<file path="src/rtl/ptb_pkg.sv">
// Package for the publish throttle with reconnect backoff.
// Holds command and pressure codes, register indexes, reset values and stream word layouts.
// No dependencies; used by the top level and its checker.
package ptb_pkg;

    localparam int CMD_W       = 3;
    localparam int LEVEL_W     = 2;
    localparam int DELAY_W     = 24;
    localparam int INTERVAL_W  = 24;
    localparam int FACTOR_W    = 5;
    localparam int HEAP_W      = 32;
    localparam int TIME_W      = 32;
    localparam int ATTEMPT_W   = 16;
    localparam int CFG_INDEX_W = 3;
    localparam int CFG_DATA_W  = 32;
    localparam int IN_TDATA_W  = 72;
    localparam int OUT_TDATA_W = 48;
    localparam int SCALED_W    = INTERVAL_W + 2;
    localparam int PROD_W      = DELAY_W + FACTOR_W;

    // Commands
    localparam logic [CMD_W-1:0] CMD_CONN_UPDATE   = 3'd0;
    localparam logic [CMD_W-1:0] CMD_PUB_QUERY     = 3'd1;
    localparam logic [CMD_W-1:0] CMD_PUB_DONE      = 3'd2;
    localparam logic [CMD_W-1:0] CMD_RECONN_FAIL   = 3'd3;
    localparam logic [CMD_W-1:0] CMD_RECONN_OK     = 3'd4;

    // Pressure levels
    localparam logic [LEVEL_W-1:0] LVL_OK       = 2'd0;
    localparam logic [LEVEL_W-1:0] LVL_MODERATE = 2'd1;
    localparam logic [LEVEL_W-1:0] LVL_HIGH     = 2'd2;
    localparam logic [LEVEL_W-1:0] LVL_CRITICAL = 2'd3;

    // Register indexes
    localparam logic [CFG_INDEX_W-1:0] REG_PUBLISH_INTERVAL = 3'd0;
    localparam logic [CFG_INDEX_W-1:0] REG_BASE_DELAY       = 3'd1;
    localparam logic [CFG_INDEX_W-1:0] REG_MAX_DELAY        = 3'd2;
    localparam logic [CFG_INDEX_W-1:0] REG_BACKOFF_FACTOR   = 3'd3;
    localparam logic [CFG_INDEX_W-1:0] REG_CRITICAL_HEAP    = 3'd4;
    localparam logic [CFG_INDEX_W-1:0] REG_HIGH_HEAP        = 3'd5;
    localparam logic [CFG_INDEX_W-1:0] REG_MODERATE_HEAP    = 3'd6;

    // Reset values
    localparam logic [INTERVAL_W-1:0] RST_PUBLISH_INTERVAL = 24'd0;
    localparam logic [DELAY_W-1:0]    RST_BASE_DELAY       = 24'd1000;
    localparam logic [DELAY_W-1:0]    RST_MAX_DELAY        = 24'd60000;
    localparam logic [FACTOR_W-1:0]   RST_BACKOFF_FACTOR   = 5'd2;
    localparam logic [HEAP_W-1:0]     RST_CRITICAL_HEAP    = 32'd10240;
    localparam logic [HEAP_W-1:0]     RST_HIGH_HEAP        = 32'd32768;
    localparam logic [HEAP_W-1:0]     RST_MODERATE_HEAP    = 32'd65536;

    localparam logic [SCALED_W-1:0]   DEFAULT_INTERVAL     = 26'd1000;

    typedef struct packed {
        logic [6:0]        pad;
        logic [TIME_W-1:0] now_ms;
        logic [HEAP_W-1:0] free_memory;
        logic              link_is_up;
    } in_word_t;

    typedef struct packed {
        logic [2:0]           pad;
        logic                 link_up_now;
        logic                 retry_waiting;
        logic [ATTEMPT_W-1:0] failed_attempts;
        logic [DELAY_W-1:0]   retry_delay_ms;
        logic                 publish_allowed;
        logic [LEVEL_W-1:0]   pressure_level;
    } out_word_t;

endpackage

</file>
<file path="src/rtl/publish_throttle_with_backoff.sv">
// Publish throttle with memory pressure class and exponential reconnect backoff.
// One input register stage, one result register stage; depends on ptb_pkg.
//
// Usage:
//   Link events enter on the s_ stream: s_tuser carries the command, s_tdata the
//   link flag, free memory and current time. Each event yields exactly one
//   status word on the m_ stream: pressure level, publish decision, current
//   reconnect delay, failure count, retry wait flag and link state.
//   The user must write configuration registers through cfg_we/cfg_index/cfg_data
//   only while no event is in flight, unchecked by the block; index 7 writes are ignored.
// Timing:
//   An event is held in the input register, then its state update and result
//   are computed in a single combinational pass (32-bit wrap subtract and
//   compare, 24x5 multiply with clamp) and land in the result register.
//   Throughput is one event per cycle while m_tready is high.
// Reset:
//   rst_n clears both stages, returns the registers to their defaults, and sets
//   the link up, pressure ok, delay 1000 ms, no failures.
// Back-pressure:
//   While m_tready is low the result word holds; the input register still takes
//   one more event, then s_tready drops until the result is taken.
module publish_throttle_with_backoff
(
    input  logic                                clk,
    input  logic                                rst_n,
    input  logic                                s_tvalid,
    output logic                                s_tready,
    // [0] link_is_up, [32:1] free_memory, [64:33] now_ms, [71:65] zero
    input  logic [ptb_pkg::IN_TDATA_W-1:0]      s_tdata,
    // [2:0] command
    input  logic [ptb_pkg::CMD_W-1:0]           s_tuser,
    output logic                                m_tvalid,
    input  logic                                m_tready,
    // [1:0] pressure_level, [2] publish_allowed, [26:3] retry_delay_ms,
    // [42:27] failed_attempts, [43] retry_waiting, [44] link_up_now, [47:45] zero
    output logic [ptb_pkg::OUT_TDATA_W-1:0]     m_tdata,
    input  logic                                cfg_we,
    input  logic [ptb_pkg::CFG_INDEX_W-1:0]     cfg_index,
    input  logic [ptb_pkg::CFG_DATA_W-1:0]      cfg_data
);
    import ptb_pkg::*;

    // Configuration registers
    logic [INTERVAL_W-1:0] publish_interval_reg;
    logic [DELAY_W-1:0]    base_delay_reg;
    logic [DELAY_W-1:0]    max_delay_reg;
    logic [FACTOR_W-1:0]   backoff_factor_reg;
    logic [HEAP_W-1:0]     critical_heap_reg;
    logic [HEAP_W-1:0]     high_heap_reg;
    logic [HEAP_W-1:0]     moderate_heap_reg;

    // Input stage
    logic              s1_valid_reg;
    logic [CMD_W-1:0]  s1_cmd_reg;
    in_word_t          s1_word_reg;
    logic              s1_fire;

    // Block state
    logic [LEVEL_W-1:0]   pressure_reg, pressure_next;
    logic                 link_reg, link_next;
    logic [TIME_W-1:0]    last_pub_reg, last_pub_next;
    logic [DELAY_W-1:0]   delay_reg, delay_next;
    logic [ATTEMPT_W-1:0] attempt_reg, attempt_next;
    logic                 waiting_reg, waiting_next;
    logic                 allowed;

    // Result stage
    logic       m_valid_reg;
    out_word_t  m_word_reg, m_word_next;

    logic [LEVEL_W-1:0]  level_update;
    logic [SCALED_W-1:0] interval_scaled;
    logic [SCALED_W-1:0] interval_eff;
    logic [TIME_W-1:0]   elapsed;
    logic                pub_ok;
    logic [PROD_W-1:0]   prod;
    logic [DELAY_W-1:0]  delay_fail;

    assign s1_fire  = s1_valid_reg && (!m_valid_reg || m_tready);
    assign s_tready = !s1_valid_reg || s1_fire;
    assign m_tvalid = m_valid_reg;
    assign m_tdata  = m_word_reg;

    always_ff @(posedge clk or negedge rst_n)
    begin
        if (!rst_n)
        begin
            publish_interval_reg <= RST_PUBLISH_INTERVAL;
            base_delay_reg       <= RST_BASE_DELAY;
            max_delay_reg        <= RST_MAX_DELAY;
            backoff_factor_reg   <= RST_BACKOFF_FACTOR;
            critical_heap_reg    <= RST_CRITICAL_HEAP;
            high_heap_reg        <= RST_HIGH_HEAP;
            moderate_heap_reg    <= RST_MODERATE_HEAP;
        end
        else if (cfg_we)
        begin
            unique case (cfg_index)
                REG_PUBLISH_INTERVAL: publish_interval_reg <= cfg_data[INTERVAL_W-1:0];
                REG_BASE_DELAY:       base_delay_reg       <= cfg_data[DELAY_W-1:0];
                REG_MAX_DELAY:        max_delay_reg        <= cfg_data[DELAY_W-1:0];
                REG_BACKOFF_FACTOR:   backoff_factor_reg   <= cfg_data[FACTOR_W-1:0];
                REG_CRITICAL_HEAP:    critical_heap_reg    <= cfg_data[HEAP_W-1:0];
                REG_HIGH_HEAP:        high_heap_reg        <= cfg_data[HEAP_W-1:0];
                REG_MODERATE_HEAP:    moderate_heap_reg    <= cfg_data[HEAP_W-1:0];
                default: ;
            endcase
        end
    end

    // Input register
    always_ff @(posedge clk or negedge rst_n)
    begin
        if (!rst_n)
        begin
            s1_valid_reg <= 1'b0;
        end
        else if (s_tready)
        begin
            s1_valid_reg <= s_tvalid;
        end
    end

    always_ff @(posedge clk)
    begin
        if (s_tvalid && s_tready)
        begin
            s1_cmd_reg  <= s_tuser;
            s1_word_reg <= s_tdata;
        end
    end

    // Pressure class for a connection update
    always_comb
    begin
        priority if (!s1_word_reg.link_is_up)
            level_update = LVL_HIGH;
        else if (s1_word_reg.free_memory < critical_heap_reg)
            level_update = LVL_CRITICAL;
        else if (s1_word_reg.free_memory < high_heap_reg)
            level_update = LVL_HIGH;
        else if (s1_word_reg.free_memory < moderate_heap_reg)
            level_update = LVL_MODERATE;
        else
            level_update = LVL_OK;
    end

    // Publish decision: moderate pressure stretches the interval by four
    assign interval_scaled = (pressure_reg == LVL_MODERATE) ? {publish_interval_reg, 2'b00}
                                                            : {2'b00, publish_interval_reg};
    assign interval_eff = (interval_scaled == '0) ? DEFAULT_INTERVAL : interval_scaled;
    assign elapsed      = s1_word_reg.now_ms - last_pub_reg;
    assign pub_ok       = link_reg
                          && (pressure_reg == LVL_OK || pressure_reg == LVL_MODERATE)
                          && (elapsed >= {{(TIME_W-SCALED_W){1'b0}}, interval_eff});

    // Backoff: wide product, clamp before truncating
    assign prod       = PROD_W'(delay_reg) * PROD_W'(backoff_factor_reg);
    assign delay_fail = (prod > PROD_W'(max_delay_reg)) ? max_delay_reg : prod[DELAY_W-1:0];

    always_comb
    begin
        pressure_next = pressure_reg;
        link_next     = link_reg;
        last_pub_next = last_pub_reg;
        delay_next    = delay_reg;
        attempt_next  = attempt_reg;
        waiting_next  = waiting_reg;
        allowed       = 1'b0;
        unique case (s1_cmd_reg)
            CMD_CONN_UPDATE:
            begin
                link_next     = s1_word_reg.link_is_up;
                pressure_next = level_update;
            end
            CMD_PUB_QUERY:
            begin
                allowed = pub_ok;
            end
            CMD_PUB_DONE:
            begin
                last_pub_next = s1_word_reg.now_ms;
            end
            CMD_RECONN_FAIL:
            begin
                if (attempt_reg != '1)
                begin
                    attempt_next = attempt_reg + 1'b1;
                end
                delay_next   = delay_fail;
                waiting_next = 1'b1;
            end
            CMD_RECONN_OK:
            begin
                attempt_next = '0;
                delay_next   = base_delay_reg;
                waiting_next = 1'b0;
                link_next    = 1'b1;
            end
            default: ;
        endcase

        m_word_next                 = '0;
        m_word_next.pressure_level  = pressure_next;
        m_word_next.publish_allowed = allowed;
        m_word_next.retry_delay_ms  = delay_next;
        m_word_next.failed_attempts = attempt_next;
        m_word_next.retry_waiting   = waiting_next;
        m_word_next.link_up_now     = link_next;
    end

    // State and result advance together
    always_ff @(posedge clk or negedge rst_n)
    begin
        if (!rst_n)
        begin
            pressure_reg <= LVL_OK;
            link_reg     <= 1'b1;
            last_pub_reg <= '0;
            delay_reg    <= RST_BASE_DELAY;
            attempt_reg  <= '0;
            waiting_reg  <= 1'b0;
            m_valid_reg  <= 1'b0;
        end
        else
        begin
            if (s1_fire)
            begin
                pressure_reg <= pressure_next;
                link_reg     <= link_next;
                last_pub_reg <= last_pub_next;
                delay_reg    <= delay_next;
                attempt_reg  <= attempt_next;
                waiting_reg  <= waiting_next;
                m_valid_reg  <= 1'b1;
            end
            else if (m_tready)
            begin
                m_valid_reg <= 1'b0;
            end
        end
    end

    always_ff @(posedge clk)
    begin
        if (s1_fire)
        begin
            m_word_reg <= m_word_next;
        end
    end

endmodule

</file>
<file path="config.mk">
export PLATFORM = sky130hd
export DESIGN_NAME = publish_throttle_with_backoff
export DESIGN_NICKNAME = d
export VERILOG_FILES = /design/src/rtl/ptb_pkg.sv /design/src/rtl/publish_throttle_with_backoff.sv
export SDC_FILE = /design/constraint.sdc
export NUM_CORES = 1
export LEC_CHECK = 0
export ABC_AREA = 1
export BUFFER_PORTS_ARGS = -buffer_cell sky130_fd_sc_hd__buf_2
export CAP_MARGIN = 15
export CORE_MARGIN = 8
export CORE_UTILIZATION = 45
export DETAILED_ROUTE_END_ITERATION = 10
export PLACE_DENSITY = 0.7
export SETUP_SLACK_MARGIN = 0.02
export SYNTH_ARGS = -nofsm -noshare
export SYNTH_HDL_FRONTEND = slang
export SYNTH_SLANG_ARGS = --single-unit
</file>
<file path="constraint.sdc">
create_clock -name clk -period 7.1 [get_ports clk]
set_input_delay 1.42 -clock clk [delete_from_list [all_inputs] [get_ports clk]]
set_output_delay 1.42 -clock clk [all_outputs]
set_load 0.02 [all_outputs]
</file>
Yosys cells after proc, flatten, opt, wreduce, memory -nomap -nowiden
Index checks and enable logic that the tools add are counted.
- word-level logic and storage cells: 82
- bits of input ports: 115
- output and inout bits: 50
- flip-flop bits (word level): 364
- $mul: 1
- equality and inequality tests: 12
- $add $sub $neg: 2
- reductions and logical operators: 22
- mux-type cells: 15
- $lt $le $gt $ge: 5
- operators by type and width (kind ; count):
    < comparator 32 bit ; 3
    2-to-1 mux 26 bit ; 2
    one-hot mux 24 bit (2 select lines) ; 1
    >= comparator 32 x 26 -> 1 bit ; 1
    one-hot mux 16 bit (2 select lines) ; 1
    subtractor 32 bit ; 1
    greater-than comparator 29 x 24 -> 1 bit ; 1
    multiplier 24 x 5 -> 29 bit ; 1
    logical NOT 26 bit ; 1
    2-to-1 mux 24 bit ; 1
    adder 16 x 1 -> 16 bit, second input constant ; 1
    2-to-1 mux 16 bit ; 1
    inequality test 16 bit, second input constant ; 1
    AND reduction 2 bit ; 8
    == test 3 x 2 -> 1 bit, second input constant ; 4
    == test 3 bit, second input constant ; 4
    2-to-1 mux 2 bit ; 4
    == test 3 x 1 -> 1 bit, second input constant ; 2
    logical NOT 3 bit ; 2
    logical AND 1 bit ; 4
    one-hot mux 1 bit (2 select lines) ; 2
    logical OR 1 bit ; 3
    2-to-1 mux 1 bit ; 3
    == test 2 x 1 -> 1 bit, second input constant ; 1
    3 further kinds ; 4

Depth between registers and ports, before layout
- word-level depth: 6
- mapped depth: 37
- depth with buffers taken out: 34

Worst setup path after synthesis
No wires, ideal clock.
- kind: register to register
- start: reg backoff_factor_reg[3]
- end: reg m_word_reg, in the netlist m_tdata[10], data pin
- buffers on the path: 3
- library setup time: 256 ps
- period minus slack after synthesis: 5496 ps
- stages on the path, launching flop included: 29
- data required time: 6844 ps
- data arrival time: 5240 ps
- path slack: 1604 ps
- path through: dfrtp_1 clkbuf_1 clkbuf_1 nand2_1 inv_1 fa_1 fa_1 inv_1 fa_1 inv_1 ha_1 nand2_1 inv_1 a21oi_1 nor2_1 o21ai_0 nand3_1 or2_2 nand2_1 inv_1 ha_1 nand3_1 nor4b_1 nand2_1 nand2_1 clkbuf_1 nand4_1 nand3_1 nand2_2
- longest elaborated chain between the ends: 4
- RTL lines (element ; RTL line ; text):
    start, declared ; publish_throttle_with_backoff.sv:47 ; logic [FACTOR_W-1:0] backoff_factor_reg;
    start signal, assigned ; publish_throttle_with_backoff.sv:102 ; REG_BACKOFF_FACTOR: backoff_factor_reg <= cfg_data[FACTOR_W-1:0];
    multiplier 24 x 5 -> 29 bit (*) ; publish_throttle_with_backoff.sv:158 ; assign prod = PROD_W'(delay_reg) * PROD_W'(backoff_factor_reg);
    greater-than comparator 29 x 24 -> 1 bit ; publish_throttle_with_backoff.sv:159 ; assign delay_fail = (prod > PROD_W'(max_delay_reg)) ? max_delay_reg : prod[DELAY_W-1:0];
    2-to-1 mux 24 bit (*) ; publish_throttle_with_backoff.sv:159 ;
    one-hot mux 24 bit (2 select lines) (*) ; publish_throttle_with_backoff.sv:170 ; unique case (s1_cmd_reg)
    net delay_next[7] ; publish_throttle_with_backoff.sv:62 ; logic [DELAY_W-1:0] delay_reg, delay_next;
    end signal, assigned ; publish_throttle_with_backoff.sv:248 ; m_word_reg <= m_word_next;
    end, declared ; publish_throttle_with_backoff.sv:69 ; out_word_t m_word_reg, m_word_next;
Mark *: on every way through the listed nets, which the timed path passes. The rest lies on a longest branch.
A chain may end at the register's enable or synchronous reset.

Final worst setup path
- start: reg backoff_factor_reg[3]
- end: reg m_word_reg, in the netlist m_tdata[5], data pin
- longest elaborated chain between the ends: 4
- RTL lines (element ; RTL line):
    multiplier 24 x 5 -> 29 bit ; publish_throttle_with_backoff.sv:158
    greater-than comparator 29 x 24 -> 1 bit ; publish_throttle_with_backoff.sv:159
    2-to-1 mux 24 bit ; publish_throttle_with_backoff.sv:159
    one-hot mux 24 bit (2 select lines) ; publish_throttle_with_backoff.sv:170
    net delay_next[2] ; publish_throttle_with_backoff.sv:62
The timed path passes the listed nets, and every way through them passes these cells.

==> flow_summary.yaml <==
power:
  p_leak_nw: 14.26
  p_int_mw: 5.499
  p_comb_frac: 0.458
  clkPwrFrac: 0.221
  vdd_drop_max_mv: 0.1918
  switching_share: 0.4219
  seq_power_share: 0.321
  power.density_nw_per_um2: 354.3
  p_sw_mw: 4.014
hold_path:
  min_delay_worst_endpoint: "high_heap_reg[30]"
  min_path_cells: 2
  hold_path_class: "flip-flop to flip-flop"
  hp-start: "high_heap_reg[30]"
worst_setup_path:
  max_stage_delay_ns: 0.78
  r2r_end: "m_tdata[5]"
  crit_buf_inv: 4
  cp_data_required_time_ns: 7.38
  crit_path_start_kind: "flip-flop"
  r2r_cells: 29
  cpMaxStageDelayCell: "dfrtp_1"
  startpoint: "backoff_factor_reg[3]"
  worst_path_most_repeated_cell: "nand2_1"
  cp_top_family: "simple AND/OR/NAND/NOR gates"
  crit_fanout: 24
  critPathArrivalTime_ns: 6.57
  ff2ff_setup_slack_ns: 0.81
  path_class: "flip-flop to flip-flop"
  end_kind: "flip-flop"
  reg2reg_from: "backoff_factor_reg[3]"
clocking:
  numCtsBuffers: 41
  clkTransAtPathRegs_ns: 0.07
  cts_root_buf: "clkbuf_16"
  post_cts_buffers: 0
  h-tree-depth: 2
  cts_resized: 0
  clk_path_buf_depth: 3
  clkLatencyLatePin_ns: 0.57
  cts.sinks: 364
  holdBufCountCts: 0
  cts_tree: "done"
detailed_routing:
  vias: 19320
  vias_per_cell: 5.056
  drt_first_pass_iters: 5
  wire_per_inst_um: 15.77
  drc: 0
  ant_nets: 0
  postRouteWirelength_um: 60260
  drt_iter0_markers: 1499
place:
  gp_congestion: 0.9317
  pre_cts_ws_ns: 0.8717
  place_hpwl_um: 44890
  port_buffers: 154
timing:
  fin_ws_ns: 0.8087
  hold_violations: 0
  period_share: 0.8861
  maxSlewViolCount: 0
  setup_viol: 0
  fmax_ghz: 0.1589
  rsz0062_at_grt: "false"
  min_period_ns: 6.291
  slew_headroom: 0.2641
  worst_pin_slew_ns: 1.100
  fin_setup_tns_ns: 0
  fin_skew_ns: 0.01902
global_routing:
  antenna_found_initial: 2
  grt_pass1_wl_um: 99060
  grt_use_total: 0.2003
  grt_max_degree: 114
  grt_pass1_vias: 19120
  grt.overflow.total: 0
synth:
  synth_top_family_by_area: "simple AND/OR/NAND/NOR gates"
  netlist.area_leader.share: 0.2354
  netlist_instances: 2964
  avgSynthCellArea_um2: 8.107
  netlist_area_um2: 24030
  synth-edff-count: 113
  synthMuxAreaShare: 0.001302
  ys_warn_count: 0
  synth_ff_type: "dfrtp_1"
  async_flop_share: 0.6896
  synthDistinctLibCells: 52
  ys_ff_latch: 364
  synth.most_common_cell: "nand2_1"
  synth_common_cells: "nand2_1 (762), inv_1 (562), o21ai_0 (277)"
  seq_area_frac_synth: 0.4039
  synthSimpleGateAreaFrac: 0.1900
  synth_compound_area_frac: 0.1164
  synthXorXnorAreaFrac: 0.01786
  ys_top_cells_by_area: "dfrtp_1 (24%), edfxtp_1 (14%), nand2_1 (12%)"
  synth_top_area_cell: "dfrtp_1"
  synthAdderAreaFrac: 0.1662
floorplan:
  die_area_um2: 61050
  floorplan.rows: 84
  die_h_um: 247.1
  core-area_um2: 52660
  die_w_um: 247.1
  io_pins: 165
  initial_core_util: 0.4563
cells_and_area:
  largest_reg_flops: 65
  fin_util: 0.5099
  drive_above_1_share: 0.09898
  fin_nets: 3493
  area_delta_synth_final_pct: 11.74
outcome:
  status: "finished clean"
flow_run:
  max_cap_violations: 0
[cell type report]
class | instances | area, µm²
flip-flops and latches | 364 | 9706
diodes | 1 | 2.502
repair buffers | 175 | 970.9
clock buffers | 65 | 1261
inverters | 569 | 2138
multi-input cells | 1948 | 11840
well taps | 688 | 860.8
clock inverters | 11 | 70.07
fillers | 5062 | 25810
[cell usage in the layout, fill, tap and decap left out, types with 4 or more instances in the layout]
cell type / instances
nor2_2: 8
nand3b_1: 4
a21boi_0: 4
inv_2: 5
inv_1: 561
a21o_1: 10
nor2_1: 119
xnor2_1: 15
edfxtp_1: 113
clkinv_2: 5
clkbuf_16: 45
nand3_1: 84
nand2_2: 28
clkbuf_8: 6
o21a_1: 5
dfrtp_1: 226
dfstp_2: 25
xor2_1: 34
o21ai_0: 277
o21bai_1: 4
nor3_1: 27
nand4_1: 53
buf_2: 153
o221ai_1: 4
ha_1: 212
a21oi_1: 162
nor4_1: 7
fa_1: 67
nand2_1: 759
buf_4: 19
clkbuf_1: 14
a31oi_1: 7
a22o_1: 24
o211ai_1: 5
[worst max-delay path by stage]
stage	endpoint	slack, ns	cells past startpoint
6_report	m_tdata[5]	0.81	29
3_3_place_gp	m_tdata[5]	0.90	27
3_5_place_dp	m_tdata[5]	0.87	27
4_1_cts	delay_reg[2]	0.85	29
5_1_grt	delay_reg[2]	0.29	31
2_1_floorplan	m_tdata[10]	1.60	28
[kinds of logic after synthesis]
family | Yosys count
AO/OA/AOI/OAI | 515
adder cells (fa/ha/maj) | 279
XOR/XNOR | 49
multiplexers | 3
AND/OR/NAND/NOR | 1099
flip-flops | 364
other | 1
buffers and inverters | 654
[power by group through the flow]
| stage | logic, mW | clock network (mW) | registers, mW |
|---|---|---|---|
| final | 4.36 | 2.11 | 3.05 |
| after floorplan | 3.24 | 0 | 3.02 |
| after detailed placement | 4.33 | 0 | 3.08 |
| after global routing | 5.02 | 2.23 | 3.11 |
| after global placement | 4.24 | 0 | 3.07 |
| after CTS | 4.36 | 2.16 | 3.05 |
[metal layers]
metal / share of wire / wire [µm] / GRT usage
met5: 0.00045 / 27 / 0
met2: 0.45 / 27010 / 0.3234
met4: 0.031 / 1854 / 0.06945
met1: 0.46 / 27560 / 0.2710
met3: 0.063 / 3810 / 0.03259
[stage by stage]
step	hold WS (ns)	instances	total power [mW]	cell area, µm²
floorplan	0.4530	2966	6.267	24040
global placement	0.4657	3742	7.312	25470
finish	0.4809	3821	9.513	26850
global route	0.5029	3820	10.37	26850
detailed placement	0.4729	3742	7.408	25470
CTS	0.4874	3818	9.572	26800
[worst min-delay path: stages, from the launching register on]
cell     delay (ns)
dfrtp_1        0.34
nand2_1        0.05
o21ai_0        0.05
Power figures use the tool's default switching activity.
